**src/rtl/great_circle_distance_defines.svh**
```systemverilog
// Assertion shorthands for the RTL
`ifndef GREAT_CIRCLE_DISTANCE_DEFINES_SVH
`define GREAT_CIRCLE_DISTANCE_DEFINES_SVH

// same-cycle implication, clocked on clk, off while in reset
`define GCD_ASSERT_IMPL(label, ante, cons) \
    label: assert property (@(posedge clk) disable iff (!rst_n) (ante) |-> (cons)) \
        else $error("great_circle_distance: check failed");

// next-cycle implication
`define GCD_ASSERT_NEXT(label, ante, cons) \
    label: assert property (@(posedge clk) disable iff (!rst_n) (ante) |=> (cons)) \
        else $error("great_circle_distance: check failed");

`endif

```
**src/rtl/gcd_pkg.sv**
```systemverilog
package gcd_pkg;

    localparam int ANGLE_FRAC_BITS_DEF = 22;

    localparam int CORDIC_STEPS = 30;
    localparam int CORDIC_W     = 34;
    localparam int SQRT_STEPS   = 32;
    localparam int SQRT_W       = 63;

    // atan(2^-i) as binary angle, 2^32 per turn
    localparam logic [31:0] ATAN_TURNS [CORDIC_STEPS] = '{
        32'd536870912, 32'd316933406, 32'd167458907, 32'd85004756, 32'd42667331,
        32'd21354465, 32'd10679838, 32'd5340246, 32'd2670164, 32'd1335088,
        32'd667544, 32'd333772, 32'd166886, 32'd83443, 32'd41722,
        32'd20861, 32'd10430, 32'd5215, 32'd2608, 32'd1304,
        32'd652, 32'd326, 32'd163, 32'd81, 32'd41,
        32'd20, 32'd10, 32'd5, 32'd3, 32'd1
    };

    localparam logic [29:0] CORDIC_GAIN_Q30 = 30'd652032874;
    localparam logic [30:0] ONE_Q30         = 31'd1073741824;
    localparam logic [31:0] PI_Q30          = 32'd3373259426;
    localparam logic [12:0] EARTH_RADIUS_KM = 13'd6371;

    // floor(x/45) = (x * M) >> S, exact over the stated input range
    localparam logic [32:0] DIV45_M1 = 33'd6108397933;  // x < 2^32, S = 38
    localparam int          DIV45_S1 = 38;
    localparam logic [19:0] DIV45_M2 = 20'd745655;      // x < 2^19, S = 25
    localparam int          DIV45_S2 = 25;

endpackage

```
**src/rtl/gcd_isqrt.sv**
```systemverilog
module gcd_isqrt
    import gcd_pkg::*;
(
    input  logic              clk,
    input  logic              rst_n,
    input  logic              en,
    input  logic              valid_in,
    input  logic [SQRT_W-1:0] n_in,
    output logic              valid_out,
    output logic [30:0]       root
);

    localparam int LAST = SQRT_STEPS - 1;

    logic [SQRT_W-1:0]     n_reg [SQRT_STEPS];
    logic [SQRT_W-1:0]     r_reg [SQRT_STEPS];
    logic [SQRT_STEPS-1:0] valid_reg;

    // one result bit per stage, restoring form
    for (genvar i = 0; i < SQRT_STEPS; i++) begin : g_step
        localparam logic [SQRT_W-1:0] BIT = SQRT_W'(1) << (SQRT_W - 1 - 2 * i);
        logic [SQRT_W-1:0] ns, rs, trial, n_next, r_next;
        logic              vs;

        if (i == 0) begin : g_first
            assign ns = n_in;
            assign rs = '0;
            assign vs = valid_in;
        end else begin : g_rest
            assign ns = n_reg[i-1];
            assign rs = r_reg[i-1];
            assign vs = valid_reg[i-1];
        end

        always_comb
        begin
            trial = rs + BIT;
            if (ns >= trial)
            begin
                n_next = ns - trial;
                r_next = (rs >> 1) + BIT;
            end
            else
            begin
                n_next = ns;
                r_next = rs >> 1;
            end
        end

        always_ff @(posedge clk)
        begin
            if (en)
            begin
                n_reg[i] <= n_next;
                r_reg[i] <= r_next;
            end
        end

        always_ff @(posedge clk or negedge rst_n)
        begin
            if (!rst_n)
                valid_reg[i] <= 1'b0;
            else if (en)
                valid_reg[i] <= vs;
        end
    end

    assign valid_out = valid_reg[LAST];
    assign root      = r_reg[LAST][30:0];

endmodule

```
**config.mk**
```make
export PLATFORM = sky130hd
export DESIGN_NAME = gcd_isqrt
export DESIGN_NICKNAME = d
export VERILOG_FILES = /design/src/rtl/great_circle_distance_defines.svh /design/src/rtl/gcd_pkg.sv /design/src/rtl/gcd_isqrt.sv
export SDC_FILE = /design/constraint.sdc
export NUM_CORES = 2
export LEC_CHECK = 0
export CAP_MARGIN = 25
export CORE_MARGIN = 2
export CORE_UTILIZATION = 30
export CTS_CLUSTER_SIZE = 20
export DETAILED_ROUTE_END_ITERATION = 12
export DONT_BUFFER_PORTS = 1
export PLACE_DENSITY = 0.54
export SETUP_SLACK_MARGIN = 0.05
export SLEW_MARGIN = 10
export SYNTH_ARGS = -nofsm -noshare
export SYNTH_HDL_FRONTEND = slang
export SYNTH_SLANG_ARGS = --single-unit
```
**constraint.sdc**
```tcl
create_clock -name clk -period 6.41 [get_ports clk]
set_input_delay 0 -clock clk [delete_from_list [all_inputs] [get_ports clk]]
set_output_delay 0 -clock clk [all_outputs]
set_load 0.03 [all_outputs]
```
## Word-level counts from Yosys, hierarchy flattened

Memory sizes are Yosys's and may differ from the RTL's.
Cells that the tools add are included.

| word-level totals | value |
|---|---|
| memories | 2 |
| output and inout port bits | 32 |
| bits in registers | 32 |
| bits of input ports | 67 |
| word-level logic and storage cells | 226 |
| bits in writable memories | 4032 |

| cells by class | value |
|---|---|
| $add $sub $neg | 94 |
| mux-type cells | 66 |
| order comparisons | 32 |

Memories:

| name | words | width | rd ports | clocked after Yosys merged registers in | write ports | RTL line | source |
|---|---|---|---|---|---|---|---|
| n_reg | 32 | 63 | 31 | 0 | 32 | gcd_isqrt.sv:15 | `logic [SQRT_W-1:0] n_reg [SQRT_STEPS];` |
| r_reg | 32 | 63 | 32 | 0 | 32 | gcd_isqrt.sv:16 | `logic [SQRT_W-1:0] r_reg [SQRT_STEPS];` |

Operators by type and width:

| operator | number |
|---|---|
| $mux W63 | 64 |
| $ge A63 B63 Y1 | 31 |
| $sub A63 B63 Y63 | 31 |
| $add A62 B1 Y63 const B | 1 |
| $add A62 B11 Y63 const B | 1 |
| $add A62 B13 Y63 const B | 1 |
| $add A62 B15 Y63 const B | 1 |
| $add A62 B17 Y63 const B | 1 |
| $add A62 B19 Y63 const B | 1 |
| $add A62 B21 Y63 const B | 1 |
| $add A62 B23 Y63 const B | 1 |
| $add A62 B25 Y63 const B | 1 |
| $add A62 B27 Y63 const B | 1 |
| $add A62 B29 Y63 const B | 1 |
| $add A62 B3 Y63 const B | 1 |
| $add A62 B31 Y63 const B | 1 |
| $add A62 B33 Y63 const B | 1 |
| $add A62 B35 Y63 const B | 1 |
| $add A62 B37 Y63 const B | 1 |
| $add A62 B39 Y63 const B | 1 |
| $add A62 B41 Y63 const B | 1 |
| $add A62 B43 Y63 const B | 1 |
| $add A62 B45 Y63 const B | 1 |
| $add A62 B47 Y63 const B | 1 |
| other kinds (44) | 45 |

## Longest topological paths before layout

An unclocked memory read counts as a cell.

| depth | value |
|---|---|
| depth after elaboration | 4 |
| mapped depth | 15 |
| depth with buffers taken out | 12 |

## Worst setup path before layout

No wires, ideal clock.

| path | value |
|---|---|
| path kind | flip-flop to flip-flop |
| start | mem n_reg[20][52], in the netlist n_reg[1][304] |
| end | mem n_reg[21][61], in the netlist n_reg[1][376] (data pin) |
| data required time | 6.144 ns |
| stages on the path, launching flop included | 11 |
| library setup time | 0.266 ns |
| period minus slack after synthesis | 3.435 ns |
| buffers on the path | 1 |
| arrival | 3.169 ns |
| slack | 2.975 ns |
| path through | edfxtp_1 -> or4_1 -> or3_4 -> or4_1 -> or3_1 -> o211a_1 -> o21ai_2 -> or3b_1 -> buf_2 -> nor3_1 -> xor2_1 |

RTL lines:

| item | RTL line |
|---|---|
| from (decl) | gcd_isqrt.sv:15 |

==> results.json <==
{
  "fin_skew_ns": 0.0605,
  "cts_tree": "yes",
  "clkLatencyLatePin_ns": 0.93,
  "crit_cells": 13,
  "cts-root-buf": "clkbuf_16",
  "final_hold_viol_count": 0,
  "core_area_um2": 399000,
  "maxCapViolations": 0,
  "grt-ovfl-total": 0,
  "tns_ns": 0,
  "synth_cell_types": 87,
  "ys_ff_latch": 2512,
  "postCtsSetupBuffers": 0,
  "start_util": 0.301,
  "report.final.slew_viol_count": 0,
  "cts.sinks": 2512,
  "place.gp.congestion": 0.921,
  "timing.final.crit_share": 0.889,
  "period_needed_ns": 5.70,
  "grtUsageTotal": 0.148,
  "endpoint_kind": "flop",
  "syn_avg_cell_area_um2": 12.6,
  "fp.dieH_um": 637,
  "cp-start-kind": "primary input",
  "rows": 232,
  "synth-edff-count": 2480,
  "slowest_stage": "buf_16",
  "io-pin-count": 99,
  "syn_area_um2": 120000,
  "firstDrtPassIters": 6,
  "critPathMaxFanout": 164,
  "required_ns": 6.99,
  "synth-seq-area-share": 0.625,
  "area_growth_pct": 14.6,
  "grt_pass1_wl_um": 467000,
  "wl_um": 309000,
  "cts_max_level": 5,
  "cp.buffers_inverters": 13,
  "viasPerCell": 4.95,
  "critPathCapture": "n_reg[0][311]",
  "detail-route-antenna-nets": 0,
  "drive_gt1_frac": 0.0689,
  "numCtsBuffers": 281,
  "final-setup-viol-count": 0,
  "max-slew-margin-rel": 0.242,
  "ir_worst_vdd_mv": 0.214,
  "synth-warning-count": 0,
  "slowest_delay_ns": 0.61,
  "multi_input_area_um2": 41700,
  "stdcell_area_um2": 138000,
  "fp.dieW_um": 637,
  "cts.repair.resized": 0,
  "r2r-start": "n_reg[1][580]",
  "power_density_nw_per_um2": 365,
  "status": "finished, final reports clean",
  "r2r-end": "n_reg[1][643]",
  "async_reset_ff_frac": 0.0127,
  "cp-startpoint": "en",
  "seqCellArea_um2": 75300,
  "dp_slack_ns": -2.05,
  "nets": 10500,
  "wire_per_inst_um": 20.1,
  "fmax_ghz": 0.176,
  "critical-path-top-delay-family": "buffers and inverters",
  "drc": 0,
  "grt_pass1_vias": 77300,
  "clk_path_buf_depth": 4,
  "dieArea_um2": 406000,
  "r2r_slack_ns": 1.74,
  "min_path_cells": 3,
  "worstSetupPathType": "in2reg",
  "cp_cell_sequence": "buf_12, buf_12, buf_16, buf_16, buf_16, buf_16, buf_16, buf_16, buf_16, buf_16, buf_16, buf_16, clkbuf_16",
  "critPathMostFrequentCell": "buf_16",
  "dpl_cell_area_um2": 127000,
  "tightest_slew_ns": 1.12,
  "synthCells": 9566,
  "grt_max_degree": 250,
  "arrival_ns": 6.27,
  "fillCellCount": 38600,
  "min-delay-path-class": "in2reg",
  "dp_hpwl_um": 231000,
  "antenna_found_initial": 2,
  "leakage_uw": 0.0509,
  "rsz0062_at_grt": "no",
  "setup_ws_ns": 0.713,
  "port_buffers": 0,
  "first_iter_violations": 5856,
  "rr_worst_depth": 11,
  "largest_register_ffs": 1953,
  "synth_ff_type": "edfxtp_1",
  "syn-num-nets": 10200,
  "clk_pin_slew_ns": 0.06,
  "vias": 76000
}
==> metal layers <==
metal	wire [µm]	GRT usage	share of wire	vias to the layer above
met1	119000	0.163	0.39	37200
li1	-	-	-	36500
met2	165000	0.283	0.54	1674
met5	0	0	0	-
met3	10500	0.0171	0.034	593
met4	13900	0.0640	0.045	0
==> cells in the mapped netlist (all sizes together), types with 169 or more instances <==
| cell | number | share of area |
|---|---|---|
| o21ai | 361 | 0.015 |
| a21o | 200 | 0.012 |
| nor4 | 343 | 0.018 |
| edfxtp | 2480 | 0.62 |
| nor2 | 717 | 0.022 |
| xnor2 | 451 | 0.033 |
| nand4 | 169 | 0.0088 |
| xor2 | 412 | 0.030 |
| clkbuf | 184 | 0.0057 |
| nand3 | 174 | 0.0072 |
| inv | 691 | 0.022 |
| ha | 556 | 0.058 |
| nor3 | 250 | 0.010 |
| nand2 | 485 | 0.015 |
| a21oi | 687 | 0.029 |
==> worst min-delay path, delay by kind of cell <==
| family | cells | cell delay [ns] |
|---|---|---|
| buf+inv | 3 | 0.62 |
==> layout by cell type, fill, tap and decap left out, types with 48 or more instances in the layout <==
cell / count
a21o_1: 200
dlygate4sd3_1: 156
xor2_1: 412
o21a_1: 106
o21ai_0: 358
clkbuf_16: 288
a21oi_1: 687
inv_1: 687
ha_1: 556
clkbuf_1: 48
or4_1: 78
clkinv_1: 49
nor2b_1: 72
nor4_1: 341
edfxtp_1: 2480
nand3_1: 174
nor2_1: 717
nand4_1: 169
or3_1: 85
nand2b_1: 117
xnor2_1: 451
nand2_1: 485
clkinv_2: 48
mux2_2: 137
nor3_1: 249
o21bai_1: 66
a31oi_1: 58
==> metrics by stage <==
step	cells	total power [µW]	util	hold WS (ns)
6_report	15400	50300	0.345	0.0245
5_1_grt	15400	52800	0.345	0.0237
4_1_cts	15300	50800	0.345	0.0589
3_5_place_dp	14700	34400	0.318	-0.289
3_3_place_gp	14700	34200	0.317	-0.289
2_1_floorplan	9566	30400	-	-0.296
==> where the power goes <==
group          total [µW]  leakage, µW  internal (µW)  switching [µW]
Clock               16000      0.00443           9330            6720
Combinational       11400       0.0222           4640            6740
Sequential          22900       0.0243          21100            1830
Total               50300       0.0509          35000           15300
==> final cells by class <==
class	count	area share
Multi-Input combinational cell	6153	0.303
Tap cell	5265	0.0478
Inverter	691	0.0188
Clock inverter	168	0.0127
Antenna cell	5	0.0000907
Timing Repair Buffer	231	0.0191
Clock buffer	334	0.0532
Sequential cell	2512	0.546
==> cells by family after synthesis <==
| group | after synthesis | synth area share |
|---|---|---|
| AOI/OAI and AO/OA | 1803 | 0.0924 |
| muxes | 146 | 0.0136 |
| buffers and inverters | 901 | 0.0282 |
| adders and majority gates | 556 | 0.0578 |
| DFF | 2512 | 0.625 |
| and+or+nand+nor | 2784 | 0.120 |
| other | 1 | 0.0000312 |
| xor gates and xnor gates | 863 | 0.0628 |
==> how the worst min path moves through the flow <==
| stage | startpoint | slack [ns] | to |
|---|---|---|---|
| after floorplan | rst_n | -0.30 | g_step[10].vs |
| after global placement | rst_n | -0.29 | valid_out |
| after detailed placement | rst_n | -0.29 | valid_out |
| after CTS | en | 0.06 | g_step[25].vs |
| after global routing | en | 0.02 | n_reg[1][545] |
| final | en | 0.02 | n_reg[1][545] |
==> what timing repair did <==
item | CTS | global route
cloned | 4 | 2
endpoints found under the hold margin | 323 | 0
hold buffers | 160 | 0
endpoints found under the setup margin | 378 | 184
Note: power is estimated with default switching activity, not from simulation.
